`src/dfg_pkg.sv`:
```
`default_nettype none

package dfg_pkg;

	localparam int VAL_W  = 32;
	localparam int SEP_W  = 8;
	localparam int CHAR_W = 8;
	localparam int LEN_W  = 4;
	localparam int DIGITS = 10;
	localparam int BCD_W  = 4 * DIGITS;
	localparam int BIT_W  = 5;
	localparam int POS_W  = 4;

	localparam logic [CHAR_W-1:0] ASCII_ZERO = 8'h30;

	// digit positions counted from the billions digit
	localparam logic [POS_W-1:0] POS_GROUP_A = 4'd1;
	localparam logic [POS_W-1:0] POS_GROUP_B = 4'd4;
	localparam logic [POS_W-1:0] POS_GROUP_C = 4'd7;
	localparam logic [POS_W-1:0] POS_LAST    = 4'd9;

	localparam logic [BIT_W-1:0] BIT_LAST = 5'd31;

	typedef logic [1:0] step_t;

	localparam step_t STEP_WAIT = 2'd0;
	localparam step_t STEP_CONV = 2'd1;
	localparam step_t STEP_SEP  = 2'd2;
	localparam step_t STEP_DIG  = 2'd3;

	typedef enum logic [1:0] {
		OP_IDLE,
		OP_CONV,
		OP_SEP,
		OP_DIG
	} op_t;

	typedef enum logic [1:0] {
		JC_START,
		JC_CONV_DONE,
		JC_NOT_LAST,
		JC_ALWAYS
	} cond_t;

	typedef struct packed {
		op_t   op;
		cond_t cond;
		step_t jmp;
		step_t nxt;
	} ctrl_t;

	typedef struct packed {
		logic conv_done;
		logic last_pos;
	} status_t;

endpackage

`default_nettype wire

```
`src/dfg_ucode_rom.sv`:
```
`default_nettype none

module dfg_ucode_rom (
	input  wire dfg_pkg::step_t step,
	output dfg_pkg::ctrl_t      ctrl
);

	always_comb begin
		case (step)
			dfg_pkg::STEP_WAIT: begin
				ctrl = '{dfg_pkg::OP_IDLE, dfg_pkg::JC_START,
					dfg_pkg::STEP_CONV, dfg_pkg::STEP_WAIT};
			end
			dfg_pkg::STEP_CONV: begin
				ctrl = '{dfg_pkg::OP_CONV, dfg_pkg::JC_CONV_DONE,
					dfg_pkg::STEP_SEP, dfg_pkg::STEP_CONV};
			end
			dfg_pkg::STEP_SEP: begin
				ctrl = '{dfg_pkg::OP_SEP, dfg_pkg::JC_ALWAYS,
					dfg_pkg::STEP_DIG, dfg_pkg::STEP_DIG};
			end
			dfg_pkg::STEP_DIG: begin
				ctrl = '{dfg_pkg::OP_DIG, dfg_pkg::JC_NOT_LAST,
					dfg_pkg::STEP_SEP, dfg_pkg::STEP_WAIT};
			end
			default: begin
				ctrl = '{dfg_pkg::OP_IDLE, dfg_pkg::JC_ALWAYS,
					dfg_pkg::STEP_WAIT, dfg_pkg::STEP_WAIT};
			end
		endcase
	end

endmodule

`default_nettype wire

```
`src/dfg_datapath.sv`:
```
`default_nettype none

module dfg_datapath (
	input  wire                              clk,
	input  wire                              arst_n,
	input  wire dfg_pkg::ctrl_t              ctrl,
	input  wire                              load,
	input  wire [dfg_pkg::VAL_W-1:0]         value,
	input  wire [dfg_pkg::SEP_W-1:0]         separator,
	output dfg_pkg::status_t                 status,
	output logic                             strobe,
	output logic [dfg_pkg::CHAR_W-1:0]       char_out,
	output logic                             is_last,
	output logic [dfg_pkg::LEN_W-1:0]        total_length
);

	logic [dfg_pkg::VAL_W-1:0]  bin_q;
	logic [dfg_pkg::BCD_W-1:0]  bcd_q;
	logic [dfg_pkg::SEP_W-1:0]  sep_q;
	logic [dfg_pkg::BIT_W-1:0]  bit_q;
	logic [dfg_pkg::POS_W-1:0]  pos_q;
	logic [dfg_pkg::LEN_W-1:0]  len_q;
	logic                       emit_q;
	logic                       strobe_q;
	logic [dfg_pkg::CHAR_W-1:0] char_q;
	logic                       last_q;
	logic [dfg_pkg::LEN_W-1:0]  tlen_q;

	logic [dfg_pkg::BCD_W-1:0]  bcd_adj;
	logic [3:0]                 dig;
	logic                       at_group;
	logic                       at_last;
	logic                       sep_go;
	logic                       dig_go;

	// add three to every BCD digit of five or more before the shift
	always_comb begin
		for (int i = 0; i < dfg_pkg::DIGITS; i++) begin
			bcd_adj[4*i +: 4] = (bcd_q[4*i +: 4] >= 4'd5) ?
				bcd_q[4*i +: 4] + 4'd3 : bcd_q[4*i +: 4];
		end
	end

	assign dig      = bcd_q[dfg_pkg::BCD_W-1 -: 4];
	assign at_group = (pos_q == dfg_pkg::POS_GROUP_A) || (pos_q == dfg_pkg::POS_GROUP_B) ||
		(pos_q == dfg_pkg::POS_GROUP_C);
	assign at_last  = (pos_q == dfg_pkg::POS_LAST);
	assign sep_go   = (ctrl.op == dfg_pkg::OP_SEP) && emit_q && (sep_q != '0) && at_group;
	assign dig_go   = (ctrl.op == dfg_pkg::OP_DIG) && ((dig != 4'd0) || emit_q || at_last);

	assign status.conv_done = (bit_q == dfg_pkg::BIT_LAST);
	assign status.last_pos  = at_last;

	always_ff @(posedge clk or negedge arst_n) begin
		if (!arst_n) begin
			bin_q    <= '0;
			bcd_q    <= '0;
			sep_q    <= '0;
			bit_q    <= '0;
			pos_q    <= '0;
			len_q    <= '0;
			emit_q   <= 1'b0;
			strobe_q <= 1'b0;
			char_q   <= '0;
			last_q   <= 1'b0;
			tlen_q   <= '0;
		end else begin
			strobe_q <= 1'b0;
			if (load) begin
				bin_q  <= value;
				bcd_q  <= '0;
				sep_q  <= separator;
				bit_q  <= '0;
				pos_q  <= '0;
				len_q  <= '0;
				emit_q <= 1'b0;
			end
			if (ctrl.op == dfg_pkg::OP_CONV) begin
				bcd_q <= {bcd_adj[dfg_pkg::BCD_W-2:0], bin_q[dfg_pkg::VAL_W-1]};
				bin_q <= {bin_q[dfg_pkg::VAL_W-2:0], 1'b0};
				bit_q <= bit_q + 1'b1;
			end
			if (sep_go) begin
				strobe_q <= 1'b1;
				char_q   <= sep_q;
				last_q   <= 1'b0;
				tlen_q   <= '0;
				len_q    <= len_q + 1'b1;
			end
			if (ctrl.op == dfg_pkg::OP_DIG) begin
				bcd_q <= {bcd_q[dfg_pkg::BCD_W-5:0], 4'd0};
				pos_q <= pos_q + 1'b1;
			end
			if (dig_go) begin
				strobe_q <= 1'b1;
				char_q   <= dfg_pkg::ASCII_ZERO + {4'd0, dig};
				last_q   <= at_last;
				tlen_q   <= at_last ? len_q + 1'b1 : '0;
				len_q    <= len_q + 1'b1;
				emit_q   <= 1'b1;
			end
		end
	end

	assign strobe       = strobe_q;
	assign char_out     = char_q;
	assign is_last      = last_q;
	assign total_length = tlen_q;

endmodule

`default_nettype wire

```
`src/decimal_formatter_grouped.sv`:
```
// Output: the first character beat follows the conversion loop; leading zero digits
//   emit nothing, then each character takes one beat, and the loop alternates a separator
//   step and a digit step, so an idle step sits wherever no separator goes in.
// Numbers: start is taken only in the wait step, so a new number loads once the
//   bit-serial binary-to-BCD loop and the two-step digit loop are through.
// Reset: arst_n clears the step counter and the strobe at once; receiver cannot stall.
`default_nettype none

module decimal_formatter_grouped (
	input  wire                         clk,
	input  wire                         arst_n,
	input  wire                         start,
	output logic                        busy,
	input  wire [dfg_pkg::VAL_W-1:0]    value,
	input  wire [dfg_pkg::SEP_W-1:0]    separator,
	output logic                        strobe,
	output logic [dfg_pkg::CHAR_W-1:0]  char_out,
	output logic                        is_last,
	output logic [dfg_pkg::LEN_W-1:0]   total_length
);

	// Sequencer: a step counter walks a four-word control store.
	//   WAIT: hold until start, load the number.
	//   CONV: shift-and-add-three, one binary bit per cycle, 32 passes.
	//   SEP : drop a separator beat ahead of a group if digits came before and the separator is nonzero.
	//   DIG : emit the top BCD digit unless it is a leading zero, advance.
	dfg_pkg::step_t   step_q;
	dfg_pkg::step_t   step_nxt;
	dfg_pkg::ctrl_t   ctrl;
	dfg_pkg::status_t status;
	logic             take;
	logic             load;

	dfg_ucode_rom u_rom (
		.step (step_q),
		.ctrl (ctrl)
	);

	// Evaluate the jump condition of the current control word.
	always_comb begin
		case (ctrl.cond)
			dfg_pkg::JC_START:     take = start;
			dfg_pkg::JC_CONV_DONE: take = status.conv_done;
			dfg_pkg::JC_NOT_LAST:  take = !status.last_pos;
			dfg_pkg::JC_ALWAYS:    take = 1'b1;
			default:               take = 1'b1;
		endcase
		step_nxt = take ? ctrl.jmp : ctrl.nxt;
	end

	always_ff @(posedge clk or negedge arst_n) begin
		if (!arst_n) begin
			step_q <= dfg_pkg::STEP_WAIT;
		end else begin
			step_q <= step_nxt;
		end
	end

	// Busy whenever the program is past its wait step; the last result beat
	// sits in the output register while the next number may already load.
	assign busy = (step_q != dfg_pkg::STEP_WAIT);
	assign load = start && !busy;

	dfg_datapath u_dp (
		.clk          (clk),
		.arst_n       (arst_n),
		.ctrl         (ctrl),
		.load         (load),
		.value        (value),
		.separator    (separator),
		.status       (status),
		.strobe       (strobe),
		.char_out     (char_out),
		.is_last      (is_last),
		.total_length (total_length)
	);

endmodule

`default_nettype wire
```
`config.mk`:
```
export PLATFORM = sky130hd
export DESIGN_NAME = decimal_formatter_grouped
export DESIGN_NICKNAME = d
export VERILOG_FILES = /design/src/dfg_pkg.sv /design/src/dfg_ucode_rom.sv /design/src/dfg_datapath.sv /design/src/decimal_formatter_grouped.sv
export SDC_FILE = /design/constraint.sdc
export NUM_CORES = 1
export LEC_CHECK = 0
export BUFFER_PORTS_ARGS = -buffer_cell sky130_fd_sc_hd__buf_2
export CAP_MARGIN = 20
export CORE_ASPECT_RATIO = 1.25
export CORE_MARGIN = 4
export CORE_UTILIZATION = 40
export CTS_CLUSTER_DIAMETER = 40
export DETAILED_ROUTE_END_ITERATION = 10
export PLACE_DENSITY = 0.63
export SYNTH_ARGS = -nofsm -noshare
export SYNTH_HDL_FRONTEND = slang
export SYNTH_SLANG_ARGS = --single-unit
```
`constraint.sdc`:
```
create_clock -name clk -period 2.3 [get_ports clk]
set_input_delay 0.115 -clock clk [delete_from_list [all_inputs] [get_ports clk]]
set_output_delay 0.115 -clock clk [all_outputs]
set_load 0.03 [all_outputs]
```
==> impl_results.md, run 1 <==
- Outcome: complete, no violations
- Initial antenna violation count: 1
- Final hold vios: 0
- Drt first-iter violations: around 290
- Worst hold path depth: 3
- Initial Util: 0.412
- Die width: 117 um
- Worst slew margin: 0.441
- Pwr Density: between 1000 and 1500 mW/mm^2
- Post-DRT Antenna Nets: 0
- Diodes inserted: 0
- Required @ worst endpoint: between 2 and 3 ns
- Area leader, netlist: dfrtp_1
- Drt total wl: 13.2 mm
- Crit path kind: flip-flop to flip-flop
- Avg Inst Size Synth: about 9.4 sq um
- WP data arrival: around 2.3 ns
- Worst Reg-to-Reg Cells: 6
- Area of the core: ~0.014 sq mm
- Max incr delay on CP: 0.64 ns
- Drt wl/cell: 15.1 um
- Tot Pwr: about 0.010 W
- Most frequent cell after synthesis: dfrtp_1
- Layout cells sized above 1: 0.145
- First-pass GRT wire length: 22.4 mm
- Peak supply drop: between 400 and 500 uV
- PostCTS Resize Cnt: 0
- Internal Power: about 0.0056 W
- Hold crit path type: input pin to flip-flop
- NumNets Final: roughly 770
- Via density: between 5 and 6
- Ranking of synthesized cells by area: dfrtp_1, ha_1, nand2_1
- Top FF cell, synth: dfrtp_1
- Finished Core Util: 0.474
- Async set or reset register ratio after synthesis: 1.00
- Final worst-path cycle share: 0.876
- CTS tree: done
- Final hold slack: 0.0378 ns
- Sequential power share: 0.361
- CP cell instances: inv_1, ha_4, inv_1, nor2_1, a32oi_1, nand2_1
- Post-Syn Instances: 632
- Die Area: approximately 0.017 sq mm
- Switching share of power: 0.441
- Total I/O pin count: 58
- Synthesized flop and latch total: 110
- DRC errors left: 0
- Final setup vio count: 0
- Net Switching: 0.00441 W
- Final slew viol count: 0
- Total number of vias: ~4.8k
- Crit path time final: a little over 2 ns
- Clock Skew: between 0.01 and 0.015 ns
- Worst setup SP type: flip-flop
- GRT overflow: 0
- Min-Delay Endpoint: u_dp.bin_q[29]$_DFFE_PN0P_
- Library cells used by synthesis: 45
- Routability congestion estimate: about 0.78
- Maxcap violations: 0
- Worst-margin pin slew: about 0.83 ns
- Slowest CP cell: nor2_1
- Sequential element share of the synthesized area: 0.462
- Clk sink count: 110
- Synthesized area: just under 0.006 sq mm
- Row count: between 40 and 50
- Top-area cell type share of the netlist area: 0.462
- Clk slew on worst S/H paths: roughly 0.080 ns
- Vias in the first global route: approximately 4.7k
- DP HPWL: around 9 mm
- Combinational share of power: 0.486
- Max Freq: slightly below 0.5 GHz
- Post-route cell area: roughly 0.0069 sq mm
- Clock Root Buffer: clkbuf_16
- Max FO, Critical Path: 22
- Overall Global Routing Usage: 0.166
- H-tree Lvls: 3
- Syn Nets: just over 700
- RSZ-0062 raised after global routing: no
- Largest net degree at the start of global routing: between 70 and 80
- Static Leakage: approximately 3.4 nW
- Area grow syn2layout: 15.2%
- Hold Startpoint: value[29]
- Worst-Skew Late Latency: approximately 0.36 ns
- Die Y: 144 um
- Setup tns final: 0 ns
- Most used cell, CP: inv_1
- Clock power share: 0.152
- Port bufs: 57
- Inserted Clock Buffers: 9
- R2R Path End: u_dp.bcd_q[11]$_DFFE_PN0P_
- R2R setup slack: ~0.29 ns
- Number of synthesized flops with an enable pin: 0
- YS warnings: 0
- Post-placement cell area: between 0.006 and 0.007 sq mm
- Max clock buf depth: 2
- Initial DRT Pass Iterations: 5
- Worst setup EP type: flip-flop
- Synth cell count leaders: dfrtp_1, nand2_1, o21ai_0
what timing repair did:
action                    CTS  global route
hold endpoints to repair  119             0
setup buffers               0             0
hold buffers               10             0
flip-flops by register name, summed over array words and instances, names as in the netlist, named ones only:
| signal | cells |
|---|---|
| u_dp.pos_q | 4 |
| u_dp.sep_q | 8 |
| u_dp.bcd_q | 40 |
| u_dp.len_q | 4 |
| step_q | 1 |
| u_dp.bit_q | 5 |
| u_dp.emit_q | 1 |
| u_dp.bin_q | 32 |
| u_dp.total_length | 4 |
| u_dp.is_last | 1 |
| u_dp.char_out | 8 |
| u_dp.strobe | 1 |
critical path, delay by kind of cell (launching register included):
family / cells / cell delay (ns)
flip-flops: 1 / 0.43
adder cells (fa/ha/maj): 1 / 0.31
AND/OR/NAND/NOR: 2 / 0.74
AO/OA/AOI/OAI: 1 / 0.20
buffers and inverters: 2 / 0.26
how the worst max path moves through the flow:
stage / end / slack (ns) / cells past startpoint
detailed placement: u_dp.bcd_q[35]$_DFFE_PN0P_ / 0.32 / 6
floorplan: u_dp.bcd_q[19]$_DFFE_PN0P_ / 0.45 / 8
finish: u_dp.bcd_q[11]$_DFFE_PN0P_ / 0.29 / 6
global route: u_dp.bcd_q[19]$_DFFE_PN0P_ / 0.11 / 6
CTS: u_dp.bcd_q[11]$_DFFE_PN0P_ / 0.29 / 6
global placement: u_dp.bcd_q[5]$_DFFE_PN0P_ / 0.32 / 8
area by class of cell:
class                      instances  area (sq um)
clock buffer                      11           243
clock inverter                     5          38.8
fill                            1360          7610
inverter                          34           128
multi-input combinational        453          2940
sequential                       110          2750
tap                              178           223
timing repair buffer              83           533
cells in the final DEF (no fill, tap or decap), types with 3 or more instances in the layout:
master	Yosys	routed
nand2b_1	7	7
nand3_1	14	14
nor2_1	4	4
a21o_1	13	13
clkbuf_16	0	9
o21ai_1	7	7
o21bai_1	4	4
inv_1	34	34
a31oi_1	9	9
buf_4	1	15
o21ai_0	64	64
inv_6	0	3
dfrtp_1	110	110
mux2i_1	36	36
xor2_1	4	4
nand2_1	109	108
buf_2	6	56
xnor2_1	13	13
a211oi_1	17	17
o211ai_1	9	9
a21oi_1	37	37
dlygate4sd3_1	0	10
nor3_1	25	25
ha_1	34	32
a32oi_1	9	9
a22oi_1	4	4
nor2b_1	9	9
nor3b_1	5	5
cell families after synthesis:
logic type,synth area share
AOI/OAI and AO/OA,0.191
xor gates and xnor gates,0.0250
adders and majority gates,0.0714
buffers and inverters,0.0466
DFF,0.462
muxes,0.0624
and+or+nand+nor,0.141
through the flow:
step,instances,worst slack [ns]
after global placement,848,0.324
after floorplan,632,0.451
after global routing,874,0.114
after detailed placement,848,0.320
final,874,0.286
after CTS,874,0.287
metal layers:
layer	GRT usage	routed length, um	vias up
met2	0.280	6580	102
met4	0.0543	211	2
met5	0	13	-
met3	0.0368	588	17
li1	-	-	2331
met1	0.209	5830	2300
power groups by stage:
stage                     clock (W)  sequential, W  combinational (W)
after detailed placement          0        0.00362            0.00489
after floorplan                   0        0.00353            0.00367
after global placement            0        0.00359            0.00467
after CTS                   0.00158        0.00360            0.00492
final                       0.00152        0.00361            0.00486
after global routing        0.00166        0.00372            0.00555
Note: power is estimated with default switching activity, not from simulation.
==> run 2, diff against run 1 <==
--- a/config.mk
+++ b/config.mk
@@ -7,10 +7,11 @@
 export LEC_CHECK = 0
 export BUFFER_PORTS_ARGS = -buffer_cell sky130_fd_sc_hd__buf_2
 export CAP_MARGIN = 20
-export CORE_ASPECT_RATIO = 1.25
+export CORE_ASPECT_RATIO = 1.75
 export CORE_MARGIN = 4
 export CORE_UTILIZATION = 40
 export CTS_CLUSTER_DIAMETER = 40
+export CTS_CLUSTER_SIZE = 40
 export DETAILED_ROUTE_END_ITERATION = 10
 export PLACE_DENSITY = 0.63
 export SYNTH_ARGS = -nofsm -noshare
==> impl_results.md, run 2 (synthesized netlist as in run 1, its figures left out) <==
- Outcome: complete, no violations (unchanged)
- Post-route cell area: 0.00693 sq mm (was 0.00686 sq mm)
- H-tree Lvls: 3 (unchanged)
- Post-placement cell area: 0.00650 sq mm (was 0.00648 sq mm)
- Pre-CTS setup slack: 0.345 ns (was 0.320 ns)
- Initial DRT Pass Iterations: 6 (was 5)
- Static Leakage: 3.42 nW (was 3.38 nW)
- CTS tree: done (unchanged)
- Crit path capture: u_dp.bcd_q[13]$_DFFE_PN0P_ (was u_dp.bcd_q[11]$_DFFE_PN0P_)
- Die Y: 169 um (was 144 um)
- Clk slew on worst S/H paths: 0.08 ns (about the same)
- Slowest CP cell: dfrtp_1 (was nor2_1)
- Worst-margin pin slew: 0.905 ns (was 0.835 ns)
- WP data arrival: 2.20 ns (was 2.30 ns)
- Drt first-iter violations: 181 (was 289)
- Crit path time final: 1.98 ns (was 2.01 ns)
- Routability congestion estimate: 0.795 (was 0.777)
- GR peak layer: met2 (unchanged)
- Crit Reg-Reg Startpoint: step_q[0]$_DFF_PN0_
- M3 GR Usage: 0.0226 (was 0.0368)
- Area of the core: 0.0145 sq mm (about the same)
- Inst Count DP: 851 (was 848)
- Die width: 100 um (was 117 um)
- Pwr Density: 1480 mW/mm^2 (was 1460 mW/mm^2)
- Worst slew margin: 0.394 (was 0.441)
- Largest register by flop count: u_dp.bcd_q (unchanged)
- R2R Path End: u_dp.bcd_q[13]$_DFFE_PN0P_ (was u_dp.bcd_q[11]$_DFFE_PN0P_)
- Most frequent cells in the layout: dfrtp_1, nand2_1, o21ai_0 (unchanged)
- Total I/O pin count: 58 (unchanged)
- Net Switching: 0.00438 W (was 0.00441 W)
- Layout cells sized above 1: 0.148 (was 0.145)
- Most used cell, CP: inv_1 (unchanged)
- Bufs and invs on worst path: 3 (was 2)
- Required @ worst endpoint: 2.51 ns (was 2.59 ns)
- Max FO, Critical Path: 12 (was 22)
- Clock Skew: 0.0102 ns (was 0.0125 ns)
- Area of the multi-input gates: 0.00294 sq mm (unchanged)
- Hold crit path type: input pin to flip-flop (unchanged)
- Switching share of power: 0.429 (was 0.441)
- CP cell instances: inv_1, ha_1, inv_1, nor2_1, buf_4, nor3_1, a211oi_1, a21oi_1 (was inv_1, ha_4, inv_1, nor2_1, a32oi_1, nand2_1)
- Max Freq: 0.504 GHz (was 0.497 GHz)
- Final hold vios: 0 (unchanged)
- Setup tns final: 0 ns (unchanged)
- Worst Setup SP: step_q[0]$_DFF_PN0_
- Peak supply drop: 742 uV (was 468 uV)
- Sequential cell area: 0.00275 sq mm (unchanged)
- Initial antenna violation count: 0 (was 1)
- Row count: 58 (was 49)
- Max clock buf depth: 2 (unchanged)
- Fillers: 1393 (was 1360)
- Crit path kind: flip-flop to flip-flop (unchanged)
- Via density: 5.48 (was 5.44)
- Initial Util: 0.410 (was 0.412)
- CP top delay family: buffers and inverters (was simple AND/OR/NAND/NOR gates)
- Most common cell after layout, fill and taps aside: dfrtp_1 (unchanged)
- Maxcap violations: 0 (unchanged)
- GRT overflow: 0 (unchanged)
- Diodes inserted: 0 (unchanged)
- Internal Power: 0.00584 W (was 0.00560 W)
- Final worst-path cycle share: 0.862 (was 0.876)
- NumNets Final: 768 (unchanged)
- Final WS setup: 0.317 ns (was 0.286 ns)
- Sequential power share: 0.353 (was 0.361)
- Clk sink count: 110 (unchanged)
- Clock Root Buffer: clkbuf_16 (unchanged)
- Post-route insts no fill: 876 (was 874)
- DRC errors left: 0 (unchanged)
- Inserted Clock Buffers: 9 (unchanged)
- Final setup vio count: 0 (unchanged)
- Worst-Skew Late Latency: 0.35 ns (was 0.36 ns)
- DP HPWL: 9.30 mm (was 9.07 mm)
- Worst setup EP type: flip-flop (unchanged)
- Tot Pwr: 0.0102 W (was 0.0100 W)
- Total number of vias: 4799 (was 4752)
- Clock power share: 0.170 (was 0.152)
- Vias in the first global route: 4865 (was 4701)
- Post-DRT Antenna Nets: 0 (unchanged)
- First-pass GRT wire length: 22.5 mm (was 22.4 mm)
- Final slew viol count: 0 (unchanged)
- Max reg flops: 40 (unchanged)
- Max incr delay on CP: 0.47 ns (was 0.64 ns)
- Die Area: 0.0170 sq mm (was 0.0169 sq mm)
- Drt total wl: 13.1 mm (was 13.2 mm)
- Critical Path Stages: 8 (was 6)
- Worst Reg-to-Reg Cells: 8 (was 6)
- Top flop regs: u_dp.bcd_q (40), u_dp.bin_q (32) (unchanged)
- Combinational share of power: 0.477 (was 0.486)
- Overall Global Routing Usage: 0.162 (was 0.166)
- Worst setup SP type: flip-flop (unchanged)
- RSZ-0062 raised after global routing: no (unchanged)
- GRT met2 Usage: 0.293 (was 0.280)
- R2R setup slack: 0.32 ns (was 0.29 ns)
- PostCTS Resize Cnt: 0 (unchanged)
- Met1 GRT Util: 0.183 (was 0.209)
- Area grow syn2layout: 16.4% (was 15.2%)
- Port bufs: 57 (unchanged)
- Drt wl/cell: 15.0 um (was 15.1 um)
- Largest net degree at the start of global routing: 72 (unchanged)
## run 2: stage by stage
stage / utilization / hold slack [ns]
2_1_floorplan: - / -0.181
3_3_place_gp: 0.448 / 0.193
3_5_place_dp: 0.448 / 0.187
4_1_cts: 0.477 / 0.0386
5_1_grt: 0.477 / 0.0451
6_report: 0.477 / 0.0356
## run 2: layer usage
metal / routed length, um / part of all wire
met4: 409 / 0.031
met1: 5190 / 0.39
met3: 550 / 0.042
met2: 6990 / 0.53
met5: 0 / 0
## run 2: final cells by class
cell class	instances	area share
multi-input combinational	453	0.425
tap	180	0.0325
timing repair buffer	83	0.0784
clock buffer	10	0.0345
sequential	110	0.397
clock inverter	6	0.0144
inverter	34	0.0184
## run 2: power groups by stage
| stage | combinational [W] | sequential, W | clock, W |
|---|---|---|---|
| 2_1_floorplan | 0.00367 | 0.00353 | 0 |
| 3_3_place_gp | 0.00471 | 0.00360 | 0 |
| 3_5_place_dp | 0.00488 | 0.00363 | 0 |
| 4_1_cts | 0.00492 | 0.00361 | 0.00179 |
| 5_1_grt | 0.00557 | 0.00373 | 0.00187 |
| 6_report | 0.00488 | 0.00361 | 0.00174 |
## run 2: worst min path at each step
stage,from,to,cells after the start
2_1_floorplan,arst_n,async pin,0
3_3_place_gp,arst_n,u_dp.bin_q[11]$_DFFE_PN0P_,1
3_5_place_dp,arst_n,u_dp.bin_q[10]$_DFFE_PN0P_,1
4_1_cts,value[0],u_dp.bin_q[0]$_DFFE_PN0P_,3
5_1_grt,value[1],u_dp.bin_q[1]$_DFFE_PN0P_,3
6_report,value[0],u_dp.bin_q[0]$_DFFE_PN0P_,3
## run 2: worst register-to-register path, delay by kind of cell (launching register included)
kind	cells	cell delay, ns
AO/OA/AOI/OAI	2	0.29
adder cells (fa/ha/maj)	1	0.22
buffers and inverters	3	0.54
flip-flops	1	0.47
AND/OR/NAND/NOR	2	0.33
## run 2: what timing repair did
action / CTS / global route
hold endpoints to repair: 55 / 0
setup buffers: 0 / 0
hold buffers: 9 / 0
